[src/rtl/ght_pkg.sv]
// Package for the generational handle table: operation, status and state codes.
// Used by ght_ctrl, ght_datapath and generational_handle_table.
`timescale 1ns / 1ps
`default_nettype none
package ght_pkg;

  localparam int DefSlots   = 64;
  localparam int DefMaxSide = 4096;
  localparam logic [32:0] BudgetReset = 33'd67108864;
  localparam logic [15:0] CntMax = 16'hffff;

  typedef enum logic [3:0] {
    OP_CREATE  = 4'd0,
    OP_RETAIN  = 4'd1,
    OP_RELEASE = 4'd2,
    OP_PIN     = 4'd3,
    OP_UNPIN   = 4'd4,
    OP_BEGIN   = 4'd5,
    OP_END     = 4'd6,
    OP_TOUCH   = 4'd7,
    OP_LOOKUP  = 4'd8,
    OP_BUDGET  = 4'd9
  } op_t;

  typedef enum logic [2:0] {
    ST_OK      = 3'd0,
    ST_INVALID = 3'd1,
    ST_ZERO    = 3'd2,
    ST_FULL    = 3'd3,
    ST_SAT     = 3'd4,
    ST_SIZE    = 3'd5
  } status_t;

  typedef enum logic [3:0] {
    S_IDLE,
    S_CLEAR,
    S_READ,
    S_EXEC,
    S_SCAN,
    S_SUM,
    S_CHECK,
    S_MIN,
    S_EVICT,
    S_DONE
  } state_t;

  // Commands from the controller to the datapath.
  typedef struct packed {
    logic clr_step;
    logic load;
    logic rd_handle;
    logic exec;
    logic scan_start;
    logic scan_step;
    logic sum_step;
    logic min_step;
    logic evict;
    logic finish;
  } cmd_t;

  // Status from the datapath back to the controller.
  typedef struct packed {
    logic clr_last;
    logic is_create;
    logic is_budget;
    logic immediate;
    logic scan_last;
    logic over_budget;
    logic have_best;
  } stat_t;

endpackage
`default_nettype wire

[src/rtl/ght_ctrl.sv]
// Controller state machine for the generational handle table.
// Depends on ght_pkg; drives ght_datapath through cmd_t and reads stat_t.
`timescale 1ns / 1ps
`default_nettype none
module ght_ctrl import ght_pkg::*; (
  input  wire   clk,
  input  wire   rst_n,
  input  wire   start,
  output logic  busy,
  output cmd_t  cmd,
  input  stat_t st
);

  state_t state_r, state_nxt;

  // State register.
  always_ff @(posedge clk) begin
    if (!rst_n) begin
      state_r <= S_CLEAR;
    end else begin
      state_r <= state_nxt;
    end
  end

  // Next state.
  always_comb begin
    state_nxt = state_r;
    case (state_r)
      S_CLEAR: if (st.clr_last) state_nxt = S_IDLE;
      S_IDLE:  if (start) state_nxt = S_READ;
      S_READ: begin
        if (st.immediate) state_nxt = S_DONE;
        else if (st.is_create || st.is_budget) state_nxt = S_SCAN;
        else state_nxt = S_EXEC;
      end
      S_EXEC:  state_nxt = S_DONE;
      S_SCAN: begin
        if (st.scan_last) state_nxt = st.is_create ? S_EXEC : S_CHECK;
      end
      S_SUM:   state_nxt = S_CHECK;
      S_CHECK: state_nxt = st.over_budget ? S_MIN : S_DONE;
      S_MIN: begin
        if (st.scan_last) state_nxt = S_EVICT;
      end
      S_EVICT: state_nxt = st.have_best ? S_CHECK : S_DONE;
      S_DONE:  state_nxt = S_IDLE;
      default: state_nxt = S_IDLE;
    endcase
  end

  // Outputs.
  always_comb begin
    cmd  = '0;
    busy = 1'b1;
    case (state_r)
      S_CLEAR: cmd.clr_step = 1'b1;
      S_IDLE: begin
        busy = 1'b0;
        cmd.load = start;
      end
      S_READ:  begin
        cmd.rd_handle  = 1'b1;
        cmd.scan_start = 1'b1;
      end
      S_EXEC:  cmd.exec = 1'b1;
      S_SCAN: begin
        cmd.scan_step = 1'b1;
        cmd.sum_step  = st.is_budget;
        cmd.scan_start = st.scan_last;
      end
      S_SUM:   cmd.scan_start = 1'b1;
      S_CHECK: cmd.scan_start = 1'b1;
      S_MIN:   begin
        cmd.scan_step = 1'b1;
        cmd.min_step  = 1'b1;
      end
      S_EVICT: begin
        cmd.evict = 1'b1;
        cmd.scan_start = 1'b1;
      end
      S_DONE:  cmd.finish = 1'b1;
      default: busy = 1'b1;
    endcase
  end

endmodule
`default_nettype wire

[config.mk]
export PLATFORM = sky130hd
export DESIGN_NAME = ght_ctrl
export DESIGN_NICKNAME = d
export VERILOG_FILES = /design/src/rtl/ght_pkg.sv /design/src/rtl/ght_ctrl.sv
export SDC_FILE = /design/constraint.sdc
export NUM_CORES = 1
export LEC_CHECK = 0
export BUFFER_PORTS_ARGS = -buffer_cell sky130_fd_sc_hd__buf_4
export CELL_PAD_IN_SITES_DETAIL_PLACEMENT = 2
export CELL_PAD_IN_SITES_GLOBAL_PLACEMENT = 2
export CORE_UTILIZATION = 21
export DETAILED_ROUTE_END_ITERATION = 12
export PLACE_DENSITY_LB_ADDON = 0.1
export SYNTH_ARGS = -nofsm -noshare
export SYNTH_HDL_FRONTEND = slang
export SYNTH_SLANG_ARGS = --single-unit
[constraint.sdc]
create_clock -name clk -period 1.3 [get_ports clk]
set_input_delay 0.13 -clock clk [delete_from_list [all_inputs] [get_ports clk]]
set_output_delay 0.13 -clock clk [all_outputs]
set_load 0.02 [all_outputs]
==> Word-level counts from Yosys, hierarchy flattened <==
Cells that the tools add are included.
{ "word_totals": {"reg_bits": 4, "input_bits": 10, "out_inout_bits": 11, "elab_cells": 40} }
{ "op_classes": {"n_eq_ne": 13, "mux": 21, "n_reduce_logical": 5} }
{ "op_table": {"columns": ["op", "count"], "rows": [
  ["4-bit case mux with 9 select lines", 1],
  ["4-bit two-way mux", 7],
  ["4-bit by 3-bit == test with 1-bit output, second input constant", 4],
  ["1-bit two-way mux", 10],
  ["4-bit by 2-bit == test with 1-bit output, second input constant", 2],
  ["4-bit == test, second input constant", 2],
  ["2-bit inequality test, second input constant", 4],
  ["3-bit two-way mux", 2],
  ["4-bit by 1-bit == test with 1-bit output, second input constant", 1],
  ["4-bit logical NOT", 1],
  ["4-bit AND reduction", 1],
  ["4-bit OR reduction", 1],
  ["1-bit case mux with 2 select lines", 1],
  ["2-bit OR reduction", 1],
  ["1-bit logical OR", 1]
]} }

==> Depth between registers and ports, before layout <==
Gate-level depths: netlist of run 1.
{ "depth": {"ltp_word": 4, "ltp_mapped": 6, "ltp_nobuf": 4} }

==> Least setup slack after synthesis of run 1 <==
Ideal clock, no wire load.
{ "synth_timing": {"path_type": "reg-to-reg", "from": "reg state_r[3]", "to": "reg state_r[2]", "setup_time_ns": 0.061, "arrival_time_ns": 1.430, "t_required_ns": 1.239, "path_slack_ns": -0.191, "path_stages_with_launch": 5, "path_buffers": 0, "synth_period_minus_slack_ns": 1.491, "cell_sequence": "dfxtp_1 inv_2 nor4_2 a221o_1 a32o_1"} }
{ "synth_between": {"elab_chain_cells": 3, "word_cells_on_any_way": 15, "classes_between": "eq/ne: 12; mux: 1; reduce/logical: 2"} }
{ "synth_lines": {"columns": ["item", "line_no", "source"], "rows": [
  ["start: declaration", "ght_ctrl.sv:14", "state_t state_r, state_nxt;"],
  ["start signal: assignment", "ght_ctrl.sv:21", "state_r <= state_nxt;"],
  ["4-bit by 1-bit == test with 1-bit output, or another cell as far along", "ght_ctrl.sv:28", "case (state_r)"],
  ["2-bit inequality test (no line)", null, null],
  ["4-bit AND reduction (no line)", null, null]
]} }
Parallel ways exist; a longest one is shown, timed or not.
A chain may end at the register's enable or synchronous reset.

==> Worst setup path in the final report of run 1 <==
{ "layout_timing": {"from": "reg state_r[2]", "to": "reg state_r[1]"} }
Same word-level chain as after synthesis.

==> qor.txt, run 1 <==
Drt first-iter violations: 9
Crit path required time: 1.46 ns
Placed Instance Area: 802.0 um^2
Regs by FF count: state_r (4)
Worst Hold Depth: 2
Die Wd: 50.39 um
Ports: 21
Worst VDD drop: 0.0003426 V
Slew Limit Fails: 0
Top cell type's share of synthesized area: 16.28%
Flop2flop setup slack: -0.18 ns
Max_cap viols: 0
RR Endpoint: state_r[1]$_SDFFE_PN0P_
DIE HEIGHT: 50.39 um
Number of synthesized flops with an enable pin: 0
Number of synthesized register bits: 4
Vias in the first global route: 757
CP Data Arrival Time: 1.64 ns
Failing checks: setup timing
Total power draw: 499.4 uW
Reg2Reg Depth: 5
Hold Path End: state_r[1]$_SDFFE_PN0P_
Avg Inst Size Synth: 7.565 um^2
Synth Flop Type: dfxtp_1
Cell Count, Final, Fillers Out: 142
Hold Path Class: primary input to flop
Setup TNS: -1.195 ns
Clock transition at the registers of the reported paths: 0.04 ns
Inst Count DP: 130
Placer Congestion: 0.7668
Worst setup SP type: flop
Core area: 0.002212 mm^2
Largest net degree at the start of global routing: 9
Share of layout cells above drive strength 1: 72.81%
Critical path's top delay family: compound AO/OA/AOI/OAI gates
Number of core rows: 17
H-tree Lvls: 1
Hold Path Origin: rst_n
Post-synthesis async set-or-reset flop share: 0%
Residual DRC: 0
Bufs and invs on worst path: 1
Max reg flops: 4
Critical-path top delay cell: dfxtp_4
Initial antenna violation count: 0
Via Count: 727
Critical path class: flop to flop
RSZ-0062 raised after global routing: true
Worst-path maximum fanout: 7
Setup WS post-layout: -0.1824 ns
Post-DRT Antenna Nets: 0
Initial Utilization: 22.23%
Remaining Overflow, GRT: 0
Worst r2r src: state_r[2]$_SDFFE_PN0P_
Layout Nets: 126
Clock Skew: 0.004687 ns
Status: finished with violations
PortBufs: 20
Synth cell types: 35
Drt first pass iters: 4
CTS sink cnt: 4
First-pass GRT wire length: 3670 um
Fmax: 0.6746 GHz
Final Hold Viols: 0
CP peak stage delay: 0.37 ns
Synth area leader: dfxtp_1
Clock Latency Late Sink: 0.23 ns
Root Buffer: clkbuf_4
P_leak: 0.0005035 uW
Biggest register: state_r
Worst slew pin tran: 0.3400 ns
Clock tree buffer depth: 2
Area delta synth->final: 131.8%
Post-synthesis net count: 75
Final WL: 2600 um
Dpl ws: -0.2103 ns
Final setup vio count: 13
Final Instance Area: 0.001140 mm^2
# diodes: 0
Synthesized instance count: 65
Top cells by area, synth: dfxtp_1 16%, buf_6 6.9%, a221o_1 6.1%, nor2_1 6.1%, and3_1 3.8%
Drt via density: 5.120
Syn Std Cell Area: 491.7 um^2
WL/cell: 18.31 um
Relative max-transition margin: 77.04%
CTS buffer count: 3
Sequential area share after synthesis: 16.28%
GRT Overall Usage: 19.62%
Final min period: 1.482 ns
PwrDens: 438.2 mW/mm^2
Die area: 0.002539 mm^2
Synth Warn #: 0
Final Cycle Share: 114.0%
TritonCTS clock tree: yes
CP cell instances: buf_6, o21a_1, a311oi_2, and3_4, a22o_1
Crit end category: flop
DP HPWL: 1620 um
-- routing by layer --
layer / wire length, um / track usage (%) / up-vias
li1: - / - / 344
met1: 1110 / 23.19 / 362
met2: 1412 / 36.89 / 19
met3: 62 / 1.515 / 2
met4: 14 / 6.019 / 0
met5: 0 / 0 / -
-- synth_stat cells (2+ instances only) --
library cell	instances
o41ai_1	2
and3_1	3
dfxtp_1	4
o21a_1	2
buf_4	2
o22ai_1	2
nor3_1	3
o21ai_0	2
nand2b_1	2
nand2_1	3
inv_1	3
nor2_1	8
buf_6	3
a21oi_1	3
a221o_1	3
-- how the worst max path moves through the flow --
stage / depth (start not counted) / startpoint / to
2_1_floorplan: 5 / state_r[1]$_SDFFE_PN0P_ / state_r[0]$_SDFFE_PN1P_
3_3_place_gp: 5 / state_r[1]$_SDFFE_PN0P_ / state_r[3]$_SDFFE_PN0P_
3_5_place_dp: 5 / state_r[1]$_SDFFE_PN0P_ / state_r[0]$_SDFFE_PN1P_
4_1_cts: 5 / state_r[3]$_SDFFE_PN0P_ / cmd[1]
5_1_grt: 5 / state_r[2]$_SDFFE_PN0P_ / state_r[1]$_SDFFE_PN0P_
6_report: 5 / state_r[2]$_SDFFE_PN0P_ / state_r[1]$_SDFFE_PN0P_
-- cells in the final DEF (no fill, tap or decap), drive strengths merged, types with 2 or more instances in the layout --
master | netlist | final
a21oi | 3 | 3
a221o | 3 | 3
and3 | 3 | 3
buf | 5 | 51
clkbuf | 0 | 3
dfxtp | 4 | 4
inv | 4 | 4
nand2 | 3 | 3
nand2b | 2 | 2
nor2 | 9 | 9
nor3 | 3 | 3
nor4 | 2 | 2
o21a | 2 | 2
o21ai | 2 | 2
o22ai | 2 | 2
o41ai | 2 | 2
or2b | 2 | 2
-- what timing repair did --
action / CTS / global route
setup buffers: 7 / 2
pin swaps: 15 / 11
endpoints found under the setup margin: 15 / 15
gates resized for setup: 43 / 21
hold buffers: 0 / 0
-- worst reg2reg max path, cell delays in order, from the launching register on --
cell and delay [ns]:
dfxtp_4 0.37, buf_6 0.14, o21a_1 0.19, a311oi_2 0.30
and3_4 0.27, a22o_1 0.14
-- where the power goes --
| part | internal [uW] | switching, uW | total (uW) |
|---|---|---|---|
| Clock | 103 | 53.0 | 157 |
| Sequential | 121 | 10.3 | 131 |
| Combinational | 113 | 98.8 | 212 |
| Total | 337 | 162 | 499 |
-- through the flow --
step / hold WS (ns) / util [%]
2_1_floorplan: 0.2629 / -
3_3_place_gp: 0.3921 / 36.26
3_5_place_dp: 0.3958 / 36.26
4_1_cts: 0.1515 / 46.95
5_1_grt: 0.1949 / 51.53
6_report: 0.1923 / 51.53
-- logic make-up (layout without fill, tap and decap cells) --
| family | count (synthesis) | in the layout | share of synthesized area, % |
|---|---|---|---|
| flops | 4 | 4 | 16.29 |
| simple gates | 29 | 29 | 33.85 |
| mux | 1 | 1 | 2.036 |
| xor+xnor | 1 | 1 | 1.781 |
| buf+inv | 9 | 58 | 12.97 |
| compound gates | 21 | 21 | 33.08 |
-- layout make-up --
type | instances | area [um^2]
clock buffer | 3 | 22.52
fill | 235 | 1072
inverter | 4 | 17.52
multi-input combinational | 52 | 496.7
sequential | 4 | 95.09
tap | 28 | 35.03
timing repair buffer | 51 | 473.0
Power figures use the tool's default switching activity.
==> inputs of run 2 (changes only) <==
Settings changed: PLACE_DENSITY set to 0.8, PLACE_DENSITY_LB_ADDON 0.1 to not set, SKIP_LAST_GASP set to 1.
==> qor.txt, run 2 (synthesized netlist as in run 1, its figures left out) <==
First-pass GRT wire length: 4002 um (+9.0%)
CTS sink cnt: 4 (unchanged)
Area delta synth->final: 105.6%
Crit path required time: 1.46 ns (about the same)
Post-DRT Antenna Nets: 0 (unchanged)
RSZ-0062 raised after global routing: true
Placed Instance Area: 772.0 um^2 (-3.7%)
PwrDens: 471.8 mW/mm^2 (+7.7%)
Filler instances: 248 (+5.5%)
Worst Setup EP: state_r[1]$_SDFFE_PN0P_
GRT busiest layer: met2
Worst-path maximum fanout: 6 (-1)
Fmax: 0.6969 GHz (+3.3%)
Drt via density: 5.030 (-1.8%)
Worst VDD drop: 0.0003427 V (about the same)
Most common cell after layout, fill and taps aside: buf_4
Initial antenna violation count: 0 (unchanged)
Worst r2r src: state_r[2]$_SDFFE_PN0P_
Status: finished with violations
Met1 Use GR: 26.04% (+2.9 points)
Clock transition at the registers of the reported paths: 0.04 ns (about the same)
Number of core rows: 17 (unchanged)
Max reg flops: 4 (unchanged)
Regs by FF count: state_r (4)
Crit end category: flop
Vias in the first global route: 757 (unchanged)
Failing checks: setup timing
# diodes: 0 (unchanged)
Placer Congestion: 0.8265 (+7.8%)
Biggest register: state_r
Met2 Use GR: 42.00% (+5.1 points)
Core area: 0.002212 mm^2 (unchanged)
P_leak: 0.0004502 uW (-11%)
Dpl ws: -0.2080 ns (+0.002254 ns)
DIE HEIGHT: 50.39 um (unchanged)
Clock Skew: 0.002755 ns (-0.001932 ns)
Die area: 0.002539 mm^2 (unchanged)
CTS buffer count: 3 (unchanged)
Share of layout cells above drive strength 1: 70.75% (-2.1 points)
Most frequent cells in the layout: 30 x buf_4, 12 x buf_6, 4 x nor2_1, 4 x dfxtp_4
Max_cap viols: 0 (unchanged)
Slew Limit Fails: 0 (unchanged)
CP Data Arrival Time: 1.60 ns (-0.04 ns)
DP HPWL: 1639 um (+1.2%)
Relative max-transition margin: 76.37% (-0.67 points)
Final setup vio count: 11 (-2)
Total power draw: 476.9 uW (-4.5%)
Initial Utilization: 22.23% (unchanged)
Inst Count DP: 126 (-3.1%)
PortBufs: 20 (unchanged)
Drt first-iter violations: 3 (-6)
Reg2Reg Depth: 5 (unchanged)
Final Hold Viols: 0 (unchanged)
Clock tree buffer depth: 2 (unchanged)
Cell Count, Final, Fillers Out: 134 (-5.6%)
Hold Path Class: primary input to flop
RR Endpoint: state_r[1]$_SDFFE_PN0P_
Setup WS post-layout: -0.1350 ns (+0.04739 ns)
Final min period: 1.435 ns (-0.04739 ns)
WL/cell: 18.62 um (+1.7%)
Ports: 21 (unchanged)
Drt first pass iters: 3 (-1)
Met3 global-route usage: 0.9091% (-0.61 points)
Final Instance Area: 0.001011 mm^2 (-11%)
Setup TNS: -1.038 ns (+0.1563 ns)
Layout Nets: 118 (-6.3%)
Clock Latency Late Sink: 0.23 ns (about the same)
Largest net degree at the start of global routing: 10 (+1)
CTS Hold Bufs: 0 (unchanged)
H-tree Lvls: 1 (unchanged)
Critical path class: flop to flop
Via Count: 674 (-7.3%)
Worst slew pin tran: 0.3518 ns (+0.01180 ns)
Final Cycle Share: 110.4% (-3.6 points)
Flop2flop setup slack: -0.13 ns (+0.05 ns)
Final WL: 2495 um (-4.0%)
GRT Overall Usage: 21.68% (+2.1 points)
Worst setup SP type: flop
Die Wd: 50.39 um (unchanged)
CP startpoint: state_r[2]$_SDFFE_PN0P_
Root Buffer: clkbuf_4
TritonCTS clock tree: yes
Residual DRC: 0 (unchanged)
Remaining Overflow, GRT: 0 (unchanged)
## run 2: cell count changes in the layout (fill, tap and decap cells not counted), sizes merged
| cell | previous run | this run |
|---|---|---|
| buf | 51 | 43 |
## run 2: critical path, cell delays in order, from the launching register on
cell	delay, ns
dfxtp_4	0.36
buf_4	0.14
o21a_1	0.20
a311oi_2	0.28
and3_4	0.25
a22o_1	0.13
## run 2: worst min path at each step
stage,start,to,slack (ns),depth (start not counted)
finish,rst_n,state_r[1]$_SDFFE_PN0P_,0.18,2
global route,rst_n,state_r[1]$_SDFFE_PN0P_,0.18,2
CTS,rst_n,state_r[1]$_SDFFE_PN0P_,0.17,2
detailed placement,rst_n,state_r[1]$_SDFFE_PN0P_,0.41,2
global placement,rst_n,state_r[1]$_SDFFE_PN0P_,0.39,2
floorplan,rst_n,state_r[1]$_SDFFE_PN0P_,0.26,1
## run 2: final cells by class
class	instances	area (um^2)	area share [%]
inverter	4	15.01	1.485
clock buffer	3	22.52	2.228
multi-input combinational	52	467.9	46.29
tap	28	35.03	3.465
sequential	4	95.09	9.406
timing repair buffer	43	375.4	37.13
## run 2: timing repair
action | 4_1_cts | 5_1_grt
resized for setup | 39 | 10
setup buffers | 5 | 0
endpoints found under the setup margin | 15 | 15
pin swaps | 14 | 5
## run 2: routing by layer
| metal | share of wire, % | wire (um) | up-vias |
|---|---|---|---|
| met3 | 0.96 | 24 | 0 |
| met1 | 42 | 1053 | 337 |
| met4 | 0 | 0 | 0 |
| li1 | - | - | 327 |
| met2 | 57 | 1417 | 10 |
| met5 | 0 | 0 | - |
## run 2: power breakdown
group          internal, uW  switching, uW
Combinational           103           95.0
Clock                   103           48.4
Sequential              121           6.08
Total                   327            149
## run 2: metrics by stage
| step | util, % | hold WS (ns) |
|---|---|---|
| final | 45.70 | 0.1819 |
| after detailed placement | 34.90 | 0.4145 |
| after global placement | 34.90 | 0.3923 |
| after floorplan | - | 0.2629 |
| after global routing | 45.70 | 0.1844 |
| after CTS | 43.55 | 0.1667 |
==> inputs of run 3 (changes only) <==
Settings changed: CELL_PAD_IN_SITES_DETAIL_PLACEMENT 2 to not set, CELL_PAD_IN_SITES_GLOBAL_PLACEMENT 2 to not set, CORE_AREA set to 2 2 39 41, CORE_UTILIZATION 21 to not set, DIE_AREA set to 0 0 41 43, PLACE_DENSITY 0.8 to 0.76.
==> qor.txt, run 3 (synthesized netlist as in run 1, its figures left out) <==
Final Cycle Share: 107.8% (-2.6 points)
Die area: 0.001763 mm^2 (-31%)
Inst Count DP: 113 (-10%)
Reg2Reg Depth: 4 (-1)
CTS sink cnt: 4 (unchanged)
Most frequent cells in the layout: 29 x buf_4, 13 x buf_6, 5 x nor2_4
Multi-input gate area: 479.2 um^2 (+2.4%)
Clock Skew: 0.0006848 ns (-0.002070 ns)
Failing checks: setup timing
Flop2flop setup slack: -0.09 ns (+0.04 ns)
Most common cell after layout, fill and taps aside: buf_4
Via Count: 679 (+0.74%)
Worst-path maximum fanout: 6 (unchanged)
Worst r2r src: state_r[1]$_SDFFE_PN0P_
Reg area: 95.09 um^2 (unchanged)
Worst Hold Depth: 2 (unchanged)
Drt via density: 5.520 (+9.8%)
GRT Overall Usage: 22.49% (+0.81 points)
H-tree Lvls: 1 (unchanged)
Filler instances: 96 (-61%)
Remaining Overflow, GRT: 0 (unchanged)
Worst setup SP type: flop
Critical path class: flop to output pin
Drt first-iter violations: 13 (+10)
P_leak: 0.0004734 uW (+5.2%)
CP Data Arrival Time: 1.27 ns (-0.33 ns)
DP HPWL: 1146 um (-30%)
Placed Instance Area: 762.0 um^2 (-1.3%)
Setup TNS: -0.6554 ns (+0.3830 ns)
PortBufs: 20 (unchanged)
Area delta synth->final: 110.7%
Initial Utilization: 35.53% (+13 points)
Post-DRT Antenna Nets: 0 (unchanged)
Final Hold Viols: 0 (unchanged)
Root Buffer: clkbuf_4
Die Wd: 41 um (-19%)
Clock power share: 32.9% (+1.1 points)
Switching share of power: 31.89% (+0.55 points)
First-pass GRT wire length: 2773 um (-31%)
Drt first pass iters: 4 (+1)
Max_cap viols: 0 (unchanged)
Worst VDD drop: 0.0003401 V (-0.75%)
Clock tree buffer depth: 2 (unchanged)
Status: finished with violations
Worst slew pin tran: 0.3727 ns (+0.02091 ns)
Total power draw: 485.7 uW (+1.8%)
Setup WS post-layout: -0.1018 ns (+0.03317 ns)
Max reg flops: 4 (unchanged)
CTS buffer count: 3 (unchanged)
RR Endpoint: state_r[0]$_SDFFE_PN1P_
WL/cell: 15.17 um (-19%)
Reg power frac: 26.0% (-0.7 points)
Crit path required time: 1.17 ns (-0.29 ns)
Hold Path End: state_r[1]$_SDFFE_PN0P_
Core area: 0.001384 mm^2 (-37%)
Slew Limit Fails: 0 (unchanged)
DIE HEIGHT: 43 um (-15%)
Internal power: 330.8 uW (+1.0%)
Final WL: 1866 um (-25%)
TritonCTS clock tree: yes
Final setup vio count: 11 (unchanged)
Residual DRC: 0 (unchanged)
PwrDens: 468.8 mW/mm^2 (-0.62%)
Fmax: 0.7134 GHz (+2.4%)
RSZ-0062 raised after global routing: true
Clock Latency Late Sink: 0.24 ns (about the same)
Initial antenna violation count: 0 (unchanged)
Crit end category: output pin
Share of layout cells above drive strength 1: 68.22% (-2.5 points)
Placer Congestion: 0.8739 (+5.7%)
Hold Path Class: primary input to flop
Final Util: 74.86% (+29 points)
Final min period: 1.402 ns (-0.03317 ns)
Clock transition at the registers of the reported paths: 0.04 ns (about the same)
Sw Pwr: 154.9 uW (+3.6%)
Largest net degree at the start of global routing: 11 (+1)
# diodes: 0 (unchanged)
Relative max-transition margin: 74.80% (-1.6 points)
Hold Path Origin: rst_n
Vias in the first global route: 635 (-16%)
Layout Nets: 119 (+0.85%)
Number of core rows: 14 (-3)
Ports: 21 (unchanged)
Biggest register: state_r
Cell Count, Final, Fillers Out: 123 (-8.2%)
Combinational power share: 41.1% (-0.5 points)
Regs by FF count: state_r (4)
Final Instance Area: 0.001036 mm^2 (+2.5%)
-- run 3: worst max-delay path by stage --
stage / from / end / slack [ns] / depth (start not counted)
2_1_floorplan: state_r[1]$_SDFFE_PN0P_ / state_r[0]$_SDFFE_PN1P_ / -0.07 / 5
3_3_place_gp: state_r[2]$_SDFFE_PN0P_ / state_r[2]$_SDFFE_PN0P_ / -0.11 / 5
3_5_place_dp: state_r[1]$_SDFFE_PN0P_ / state_r[2]$_SDFFE_PN0P_ / -0.16 / 5
4_1_cts: state_r[3]$_SDFFE_PN0P_ / cmd[5] / -0.08 / 5
5_1_grt: state_r[1]$_SDFFE_PN0P_ / cmd[4] / -0.14 / 4
6_report: state_r[3]$_SDFFE_PN0P_ / cmd[5] / -0.10 / 4
-- run 3: per-stage QoR --
stage          hold slack (ns)  setup slack [ns]
2_1_floorplan           0.2629          -0.06657
3_3_place_gp            0.3740           -0.1089
3_5_place_dp            0.3889           -0.1642
4_1_cts                 0.1392          -0.08461
5_1_grt                 0.1465           -0.1416
6_report                0.1493           -0.1018
-- run 3: final cells by class --
cell class | instances | area share [%]
well taps | 16 | 1.932
clock buffers | 3 | 2.174
flip-flops and latches | 4 | 9.179
inverters | 4 | 1.932
multi-input cells | 52 | 46.26
repair buffers | 44 | 38.53
-- run 3: power groups by stage --
stage                     combinational, uW  clock, uW  sequential [uW]
final                                   199        160              126
after global routing                    210        172              127
after CTS                               168        166              127
after detailed placement                141          0              134
after global placement                  139          0              133
after floorplan                        72.8          0              133
-- run 3: worst max-delay path: stages (launching register included) --
cell and delay, ns:
dfxtp_4 0.37, or2_4 0.26, buf_6 0.12, o22ai_2 0.14
buf_6 0.14
-- run 3: per-layer routing --
metal | up-vias | share of wire (%) | global-route usage (%)
met5 | - | 0 | 0
met4 | 0 | 1.7 | 14.00
met3 | 4 | 4.3 | 2.618
met2 | 22 | 52 | 34.38
met1 | 322 | 42 | 28.30
li1 | 331 | - | -
-- run 3: repair_timing --
action                     in CTS  in global routing
hold buffers                    0                  0
setup endpoints to repair      15                 15
resized for setup              33                 24
pin swaps                      15                  7
buffers inserted                4                  3
